==> src/rtl/gnss_power_supervisor_unit_macros.svh <==
// Assertion macros for the GNSS power supervisor.
`ifndef GNSS_POWER_SUPERVISOR_UNIT_MACROS_SVH
`define GNSS_POWER_SUPERVISOR_UNIT_MACROS_SVH

`ifndef ASSERT_OFF
`define GPSU_ASSERT_IMPLY(label, clk, rstn, ante, cons) \
    label: assert property (@(posedge clk) disable iff (!(rstn)) (ante) |-> (cons)) \
        else $error("gpsu assertion failed");
`define GPSU_ASSERT_NEXT(label, clk, rstn, ante, cons) \
    label: assert property (@(posedge clk) disable iff (!(rstn)) (ante) |=> (cons)) \
        else $error("gpsu assertion failed");
`else
`define GPSU_ASSERT_IMPLY(label, clk, rstn, ante, cons)
`define GPSU_ASSERT_NEXT(label, clk, rstn, ante, cons)
`endif

`endif

==> src/rtl/gpsu_pkg.sv <==
`timescale 1ns / 1ps
`default_nettype none

package gpsu_pkg;

    localparam int TIMER_WIDTH = 16;
    localparam int POLL_W      = 16;
    localparam int LIMIT_W     = 8;
    localparam int FAIL_W      = 8;
    localparam int CMP_W       = (TIMER_WIDTH > POLL_W) ? TIMER_WIDTH : POLL_W;

    localparam logic [0:0] CFG_POLL_PERIOD = 1'b0;
    localparam logic [0:0] CFG_FAIL_LIMIT  = 1'b1;

    localparam logic [POLL_W-1:0]  POLL_PERIOD_RST = 16'd10;
    localparam logic [LIMIT_W-1:0] FAIL_LIMIT_RST  = 8'd2;

    localparam logic [7:0] HOST_RESTART = 8'd0;
    localparam logic [7:0] HOST_STOP    = 8'd1;

    localparam logic [1:0] GS_STOP   = 2'd0;
    localparam logic [1:0] GS_PRE    = 2'd1;
    localparam logic [1:0] GS_NORMAL = 2'd2;

    localparam logic [1:0] REQ_NONE    = 2'd0;
    localparam logic [1:0] REQ_RESTART = 2'd1;
    localparam logic [1:0] REQ_STOP    = 2'd2;

    localparam logic NOTE_STANDBY = 1'b0;
    localparam logic NOTE_NORMAL  = 1'b1;

    localparam logic RESP_RESTART = 1'b0;
    localparam logic RESP_STOP    = 1'b1;

    localparam logic [2:0] SC_IDLE    = 3'd0;
    localparam logic [2:0] SC_CYC     = 3'd1;
    localparam logic [2:0] SC_RWAIT   = 3'd2;
    localparam logic [2:0] SC_RESTART = 3'd3;
    localparam logic [2:0] SC_SWAIT   = 3'd4;
    localparam logic [2:0] SC_STOP    = 3'd5;

    typedef enum logic [5:0] {
        ST_IDLE    = 6'b000001,
        ST_CYC     = 6'b000010,
        ST_RWAIT   = 6'b000100,
        ST_RESTART = 6'b001000,
        ST_SWAIT   = 6'b010000,
        ST_STOP    = 6'b100000
    } state_t;

    typedef struct packed {
        logic       command;
        logic [7:0] gps_request;
        logic       peri_power_on;
        logic       monitor_level;
        logic       status_valid;
        logic [1:0] gps_status;
    } item_t;

    typedef struct packed {
        logic [2:0] state_now;
        logic       request_written;
        logic [1:0] request_code;
        logic       notify_written;
        logic       notify_code;
        logic       response_written;
        logic       response_code;
    } result_t;

    function automatic logic [2:0] state_code(input state_t st);
        logic [2:0] code;
        unique case (st)
            ST_IDLE:    code = SC_IDLE;
            ST_CYC:     code = SC_CYC;
            ST_RWAIT:   code = SC_RWAIT;
            ST_RESTART: code = SC_RESTART;
            ST_SWAIT:   code = SC_SWAIT;
            ST_STOP:    code = SC_STOP;
            default:    code = SC_IDLE;
        endcase
        return code;
    endfunction

endpackage

`default_nettype wire

==> src/rtl/gpsu_core.sv <==
`timescale 1ns / 1ps
`default_nettype none

module gpsu_core (
    input  wire logic                          aclk,
    input  wire logic                          aresetn,
    input  wire logic                          step_en,
    input  wire gpsu_pkg::item_t               item,
    input  wire logic [gpsu_pkg::POLL_W-1:0]   poll_period,
    input  wire logic [gpsu_pkg::LIMIT_W-1:0]  fail_limit,
    output gpsu_pkg::result_t                  result
);

    gpsu_pkg::state_t                      state_reg, state_next;
    logic [gpsu_pkg::TIMER_WIDTH-1:0]      timer_reg, timer_next;
    logic [gpsu_pkg::FAIL_W-1:0]           fail_reg, fail_next;
    logic                                  pend_reg, pend_next;

    always_ff @(posedge aclk) begin
        if (!aresetn) begin
            state_reg <= gpsu_pkg::ST_IDLE;
            timer_reg <= '0;
            fail_reg  <= '0;
            pend_reg  <= 1'b0;
        end else begin
            state_reg <= state_next;
            timer_reg <= timer_next;
            fail_reg  <= fail_next;
            pend_reg  <= pend_next;
        end
    end

    always_comb begin
        logic [gpsu_pkg::TIMER_WIDTH-1:0] timer_tmp;
        logic [gpsu_pkg::FAIL_W-1:0]      fail_cur;
        logic [gpsu_pkg::FAIL_W-1:0]      fail_inc;
        logic                             poll_due;
        logic                             sts_pre;
        logic                             sts_normal;
        logic                             sts_stop;

        state_next = state_reg;
        timer_next = timer_reg;
        fail_next  = fail_reg;
        pend_next  = pend_reg;
        timer_tmp  = timer_reg;
        result     = '0;

        fail_cur   = item.peri_power_on ? fail_reg : '0;
        fail_inc   = (fail_cur == '1) ? fail_cur : fail_cur + 1'b1;
        poll_due   = gpsu_pkg::CMP_W'(timer_reg) >= gpsu_pkg::CMP_W'(poll_period);
        sts_pre    = item.status_valid && (item.gps_status == gpsu_pkg::GS_PRE);
        sts_normal = item.status_valid && (item.gps_status == gpsu_pkg::GS_NORMAL);
        sts_stop   = item.status_valid && (item.gps_status == gpsu_pkg::GS_STOP);

        if (step_en) begin
            if (item.command) begin
                if (item.gps_request == gpsu_pkg::HOST_RESTART) begin
                    pend_next              = 1'b1;
                    result.request_written = 1'b1;
                    result.request_code    = gpsu_pkg::REQ_RESTART;
                    state_next             = gpsu_pkg::ST_RWAIT;
                end else if (item.gps_request == gpsu_pkg::HOST_STOP) begin
                    pend_next              = 1'b1;
                    result.request_written = 1'b1;
                    result.request_code    = gpsu_pkg::REQ_STOP;
                    state_next             = gpsu_pkg::ST_SWAIT;
                end
            end else begin
                fail_next = fail_cur;
                unique case (state_reg)
                    gpsu_pkg::ST_IDLE: begin
                        if (sts_pre) begin
                            timer_tmp  = '0;
                            state_next = gpsu_pkg::ST_CYC;
                        end
                    end
                    gpsu_pkg::ST_CYC: begin
                        if (poll_due) begin
                            timer_tmp             = '0;
                            result.notify_written = 1'b1;
                            if (item.monitor_level) begin
                                result.notify_code = gpsu_pkg::NOTE_NORMAL;
                            end else begin
                                result.notify_code = gpsu_pkg::NOTE_STANDBY;
                                if (sts_normal) begin
                                    fail_next              = fail_inc;
                                    result.request_written = 1'b1;
                                    if (fail_inc >= fail_limit) begin
                                        result.request_code = gpsu_pkg::REQ_STOP;
                                        state_next          = gpsu_pkg::ST_SWAIT;
                                    end else begin
                                        result.request_code = gpsu_pkg::REQ_RESTART;
                                        state_next          = gpsu_pkg::ST_RWAIT;
                                    end
                                end
                            end
                        end
                    end
                    gpsu_pkg::ST_RWAIT: begin
                        if (sts_pre) begin
                            result.request_written = 1'b1;
                            result.request_code    = gpsu_pkg::REQ_NONE;
                            state_next             = gpsu_pkg::ST_RESTART;
                        end
                    end
                    gpsu_pkg::ST_RESTART: begin
                        if (item.status_valid && !sts_pre) begin
                            if (pend_reg) begin
                                pend_next               = 1'b0;
                                result.notify_written   = 1'b1;
                                result.notify_code      = gpsu_pkg::NOTE_STANDBY;
                                result.response_written = 1'b1;
                                result.response_code    = gpsu_pkg::RESP_RESTART;
                            end
                            timer_tmp  = '0;
                            state_next = gpsu_pkg::ST_CYC;
                        end
                    end
                    gpsu_pkg::ST_SWAIT: begin
                        if (sts_stop) begin
                            if (pend_reg) begin
                                pend_next               = 1'b0;
                                result.notify_written   = 1'b1;
                                result.notify_code      = gpsu_pkg::NOTE_STANDBY;
                                result.response_written = 1'b1;
                                result.response_code    = gpsu_pkg::RESP_STOP;
                            end
                            result.request_written = 1'b1;
                            result.request_code    = gpsu_pkg::REQ_NONE;
                            timer_tmp              = '0;
                            state_next             = gpsu_pkg::ST_STOP;
                        end
                    end
                    gpsu_pkg::ST_STOP: begin
                        if (poll_due) begin
                            timer_tmp             = '0;
                            result.notify_written = 1'b1;
                            result.notify_code    = gpsu_pkg::NOTE_STANDBY;
                        end
                    end
                    default: begin
                        state_next             = gpsu_pkg::ST_IDLE;
                        timer_tmp              = '0;
                        fail_next              = '0;
                        pend_next              = 1'b0;
                        result.request_written = 1'b1;
                        result.request_code    = gpsu_pkg::REQ_NONE;
                    end
                endcase
                timer_next = (timer_tmp == '1) ? timer_tmp : timer_tmp + 1'b1;
            end
        end

        result.state_now = gpsu_pkg::state_code(state_next);
    end

endmodule

`default_nettype wire

==> src/rtl/gnss_power_supervisor_unit.sv <==
`timescale 1ns / 1ps
`default_nettype none

// Power supervisor for a GNSS receiver. Each input word is either a periodic tick that
// samples the supply, the power monitor and an optional fresh receiver status, or a host
// restart or stop request; every word yields exactly one result word with the new state
// and any request, notification or host reply issued. Words pass through an input
// register and a result register with the state update between them, so one word is
// taken per cycle and its result word is presented from the result register after the
// state update; a stalled result holds back further words only once both registers
// are full. Configuration writes take effect at once and are meant to be made while
// no word is in flight.

`include "gnss_power_supervisor_unit_macros.svh"

module gnss_power_supervisor_unit (
    input  wire logic                          aclk,
    input  wire logic                          aresetn,
    input  wire logic                          s_tvalid,
    output logic                               s_tready,
    // gps_request[7:0], peri_power_on[8], monitor_level[9], status_valid[10],
    // gps_status[12:11], zero fill [15:13]
    input  wire logic [15:0]                   s_tdata,
    // command[0]
    input  wire logic                          s_tuser,
    output logic                               m_tvalid,
    input  wire logic                          m_tready,
    // state_now[2:0], request_written[3], request_code[5:4], notify_written[6],
    // notify_code[7], response_written[8], response_code[9], zero fill [15:10]
    output logic [15:0]                        m_tdata,
    input  wire logic                          cfg_we,
    input  wire logic [0:0]                    cfg_addr,
    input  wire logic [gpsu_pkg::POLL_W-1:0]   cfg_wdata
);

    logic                                  in_valid_reg, in_valid_next;
    gpsu_pkg::item_t                       in_item_reg;
    logic                                  out_valid_reg, out_valid_next;
    gpsu_pkg::result_t                     out_result_reg;
    logic [gpsu_pkg::POLL_W-1:0]           poll_period_reg;
    logic [gpsu_pkg::LIMIT_W-1:0]          fail_limit_reg;
    logic                                  advance;
    logic                                  step_en;
    logic                                  s_accept;
    gpsu_pkg::result_t                     step_result;

    assign advance  = !out_valid_reg || m_tready;
    assign step_en  = in_valid_reg && advance;
    assign s_tready = !in_valid_reg || advance;
    assign s_accept = s_tvalid && s_tready;

    always_comb begin
        in_valid_next = in_valid_reg;
        if (s_accept) begin
            in_valid_next = 1'b1;
        end else if (step_en) begin
            in_valid_next = 1'b0;
        end
        out_valid_next = out_valid_reg;
        if (step_en) begin
            out_valid_next = 1'b1;
        end else if (m_tready) begin
            out_valid_next = 1'b0;
        end
    end

    always_ff @(posedge aclk) begin
        if (!aresetn) begin
            in_valid_reg    <= 1'b0;
            out_valid_reg   <= 1'b0;
            poll_period_reg <= gpsu_pkg::POLL_PERIOD_RST;
            fail_limit_reg  <= gpsu_pkg::FAIL_LIMIT_RST;
        end else begin
            in_valid_reg  <= in_valid_next;
            out_valid_reg <= out_valid_next;
            if (cfg_we) begin
                unique case (cfg_addr)
                    gpsu_pkg::CFG_POLL_PERIOD: poll_period_reg <= cfg_wdata;
                    gpsu_pkg::CFG_FAIL_LIMIT:  fail_limit_reg  <= cfg_wdata[gpsu_pkg::LIMIT_W-1:0];
                    default:                   poll_period_reg <= poll_period_reg;
                endcase
            end
        end
    end

    always_ff @(posedge aclk) begin
        if (s_accept) begin
            in_item_reg.command       <= s_tuser;
            in_item_reg.gps_request   <= s_tdata[7:0];
            in_item_reg.peri_power_on <= s_tdata[8];
            in_item_reg.monitor_level <= s_tdata[9];
            in_item_reg.status_valid  <= s_tdata[10];
            in_item_reg.gps_status    <= s_tdata[12:11];
        end
        if (step_en) begin
            out_result_reg <= step_result;
        end
    end

    gpsu_core u_core (
        .aclk        (aclk),
        .aresetn     (aresetn),
        .step_en     (step_en),
        .item        (in_item_reg),
        .poll_period (poll_period_reg),
        .fail_limit  (fail_limit_reg),
        .result      (step_result)
    );

    assign m_tvalid = out_valid_reg;
    assign m_tdata  = {6'b0,
                       out_result_reg.response_code,
                       out_result_reg.response_written,
                       out_result_reg.notify_code,
                       out_result_reg.notify_written,
                       out_result_reg.request_code,
                       out_result_reg.request_written,
                       out_result_reg.state_now};

    `GPSU_ASSERT_IMPLY(a_no_take_when_full, aclk, aresetn,
        in_valid_reg && out_valid_reg && !m_tready, !s_tready)
    `GPSU_ASSERT_IMPLY(a_reply_with_notify, aclk, aresetn,
        out_valid_reg && out_result_reg.response_written,
        out_result_reg.notify_written && (out_result_reg.notify_code == gpsu_pkg::NOTE_STANDBY))
    `GPSU_ASSERT_NEXT(a_step_fills_output, aclk, aresetn,
        step_en, out_valid_reg)

endmodule

`default_nettype wire

==> config.mk <==
export PLATFORM = sky130hd
export DESIGN_NAME = gnss_power_supervisor_unit
export DESIGN_NICKNAME = d
export VERILOG_FILES = /design/src/rtl/gpsu_pkg.sv /design/src/rtl/gpsu_core.sv /design/src/rtl/gnss_power_supervisor_unit.sv
export VERILOG_INCLUDE_DIRS = /design/src /design/src/rtl
export SDC_FILE = /design/constraint.sdc
export NUM_CORES = 1
export LEC_CHECK = 0
export ABC_AREA = 1
export BUFFER_PORTS_ARGS = -buffer_cell sky130_fd_sc_hd__clkbuf_2
export CAP_MARGIN = 20
export CORE_MARGIN = 3
export CORE_UTILIZATION = 59
export DETAILED_ROUTE_END_ITERATION = 6
export PLACE_DENSITY = 0.86
export REMOVE_ABC_BUFFERS = 1
export SYNTH_ARGS = -nofsm -noshare
export SYNTH_HDL_FRONTEND = slang
export SYNTH_SLANG_ARGS = --single-unit
==> constraint.sdc <==
create_clock -name aclk -period 4 [get_ports aclk]
set_clock_uncertainty 0.05 [all_clocks]
set_input_delay 0.8 -clock aclk [delete_from_list [all_inputs] [get_ports aclk]]
set_output_delay 0.8 -clock aclk [all_outputs]
set_load 0.02 [all_outputs]
==> summary.md <==
| Metric | Value |
|---|---|
| Result of the run | finished clean |
| Number of vias after detailed routing | between 4000 and 5000 |
| Worst Hold Class | flip-flop to flip-flop |
| Drt wl/cell | 13.03 um |
| Number of detailed-route iterations in the first pass | 5 |
| Arrival @ worst endpoint | 3780 ps |
| Portion of the post-synthesis area used by sequential elements | 0.3810 |
| Proportion of power drawn by flip-flops and latches | 0.537 |
| Antenna violation net count after detailed routing | 0 |
| Least-Margin Pin Slew | between 800 and 900 ps |
| Time the worst path needs with I/O delays and setup | 3721 ps |
| Count of yosys warnings during synthesis | 0 |
| Routed via count divided by cell count | about 5.5 |
| Max clock buf depth | 2 |
| Switching power | a little under 500 uW |
| Nature of the critical path endpoint | flip-flop |
| Total I/O pin count | 57 |
| Hold_buf cts | 0 |
| Total routing usage reported by global routing | 0.2337 |
| Floorplan Core Area | between 0.007 and 0.008 sq mm |
| Setup violators final | 0 |
| Total grt overflow | 0 |
| Total internal power | between 1000 and 1500 uW |
| Maximum number of pins on one net before global-route repair | 38 |
| Part of the power in the clock network | 0.336 |
| Final sum of negative setup slack | 0 ps |
| Mean instance size in the synthesized netlist | 7.166 sq um |
| Die extent in x | between 90 and 100 um |
| Uppermost signal routing layer after detailed routing | met4 |
| Area added between synthesis and finish | 10.42% |
| Count of nets after finishing | 792 |
| Fraction of power consumed by combinational cells | 0.126 |
| Vias in the first global route | around 4300 |
| Peak Freq | 268.8 MHz |
| Initial antenna violation count | 0 |
| Number of storage elements in the synthesis netlist | 81 |
| Number of synthesized flops with an enable pin | 24 |
| Die footprint | 0.009412 sq mm |
| Number of buffers created by CTS | 9 |
| Cell Area, Synth | approximately 0.0049 sq mm |
| Area after DPL | roughly 0.0052 sq mm |
| Static Leak | 0.002571 uW |
| Routability congestion estimate | between 0.9 and 1 |
| Wirelength, routed | about 11000 um |
| Detailed route wirelength on metal3 | roughly 710 um |
| Number of remaining DRC errors | 0 |
| Worst-case headroom to the max-slew limit | 0.4070 |
| Ant diodes | 0 |
| Met2 wire len | between 5000 and 6000 um |
| TritonCTS clock tree | yes |
| Final Util | 0.6842 |
| Count of different cell masters after synthesis | between 40 and 50 |
| Most common cell after layout, fill and taps aside | nand2_1 |
| Met1 WL | 4706 um |
| Post-synthesis cell count | just under 700 |
| Period utilization | 0.9302 |
| Critical Setup Path Class | flip-flop to flip-flop |
| Effective utilization at floorplan | 0.6196 |
| DR iter-0 viols | roughly 250 |
| Leading register cell type out of synthesis | dfxtp_1 |
| Number of input and output port buffers inserted | 47 |
| Final HPWL DP | slightly above 8000 um |
| Highest net fanout along the worst path | 4 |
| Global-route wire length before repair | about 19000 um |
| Y dimension of the die | ~97 um |
| Number of H-tree levels | 3 |
| Max-cap violations | 0 |
| Clock transition at the registers of the reported paths | about 90 ps |
| Top library cells by usage in the layout, fill and taps aside | nand2_1, inv_1, nor2_1 |
| Required time at the endpoint of the critical path | slightly above 4000 ps |
| Standard-cell rows | 32 |
| Final-report max-slew violation count | 0 |
| Power per unit of standard cell area | between 300 and 400 mW/mm^2 |
| Final non-filler cell area | between 0.005 and 0.006 sq mm |
| Async set or reset register ratio after synthesis | 0 |
| Sw Ratio | 0.2933 |
| Clock sink total | 81 |
| Clock tree root buffer cell | clkbuf_8 |
| Worst vdd ir | around 240 uV |
| Clock insertion delay at the later pin of the skew report | 350 ps |
| Final hold violation count | 0 |
| Worst Setup Start Kind | flip-flop |
| Layout cells sized above 1 | 0.1557 |
| Unrepaired setup endpoints after global routing | no |
final timing paths:
check | startpoint | end | slack, ps | depth (start not counted)
worst max-delay path | in_item_reg[4] | m_tdata[2] | 280 | 26
worst min-delay path | poll_period_reg[15] | poll_period_reg[15] | 410 | 2
worst max register to register | in_item_reg[4] | m_tdata[2] | 280 | 26
worst min register to register | poll_period_reg[15] | poll_period_reg[15] | 410 | 2
critical path: stages, from the launching register on:
cell,delay [ps]
edfxtp_1,490
nand2_2,140
inv_1,80
ha_1,210
inv_2,100
nor3_4,60
nand2_1,60
nor2_1,40
nand2_1,110
inv_1,70
or2_4,240
xnor2_2,160
inv_1,70
ha_1,290
a21oi_1,130
nor2_1,60
nor3_1,150
o311ai_1,140
buf_4,170
inv_1,50
nand2_1,70
o21ai_1,130
nand2_1,80
nand2_2,100
nor2_2,50
nand4_1,100
o21ai_0,100
synthesized netlist by cell type, types with 5 or more instances:
library cell  number  area [sq um]
nand4_1           13         81.33
dfxtp_1           57          1141
ha_1              26         325.3
nand3_2            5         50.05
buf_4              6         45.04
o21ai_0           51         255.2
nor2_1            64         240.2
o211ai_1           5         37.54
edfxtp_1          24         720.7
nor3_1            10         50.05
xor2_1             8         70.07
inv_2             10         37.54
a21oi_1           61         305.3
clkbuf_1          12         45.04
nand3_1           41         205.2
nand2_1          140         525.5
inv_1            101         379.1
o22ai_1            6         37.54
stage by stage:
step | instances | total power (uW) | worst slack, ps | hold slack, ps
2_1_floorplan | 663 | 1064 | 634.5 | 384.7
3_3_place_gp | 816 | 1123 | 215.8 | 400.5
3_5_place_dp | 816 | 1134 | 66.46 | 405.9
4_1_cts | 834 | 1694 | 149.0 | 418.4
5_1_grt | 834 | 1772 | 5.810 | 438.2
6_report | 834 | 1685 | 279.2 | 414.6
power by group through the flow:
stage	logic (uW)	registers [uW]	clock network, uW
6_report	213	905	567
5_1_grt	245	910	617
4_1_cts	213	905	577
3_5_place_dp	209	925	0
3_3_place_gp	200	923	0
2_1_floorplan	139	925	0
metal layers:
| layer | up-vias | GRT usage |
|---|---|---|
| met3 | 33 | 0.04903 |
| li1 | 2319 | - |
| met4 | 0 | 0.09071 |
| met2 | 162 | 0.3901 |
| met5 | - | 0 |
| met1 | 2048 | 0.2959 |
layout make-up:
type | instances | area, sq um
clock buffer | 9 | 123.9
clock inverter | 7 | 66.31
fill | 653 | 2491
inverter | 111 | 416.7
multi-input combinational | 471 | 2520
sequential | 81 | 1862
tap | 102 | 127.6
timing repair buffer | 53 | 280.3
kinds of logic after synthesis:
| kind of cell | share of synthesized area |
|---|---|
| adders and majority gates | 0.06656 |
| buffers and inverters | 0.1139 |
| other | 0.0007673 |
| AOI/OAI and AO/OA | 0.1429 |
| DFF | 0.3810 |
| xor gates and xnor gates | 0.01613 |
| and+or+nand+nor | 0.2788 |
timing repair:
action / CTS / global route
setup buffers: 2 / 0
pin swaps: 0 / 2
endpoints found under the setup margin: 1 / 3
resized for setup: 0 / 13
(Power assumes the default switching activity.)
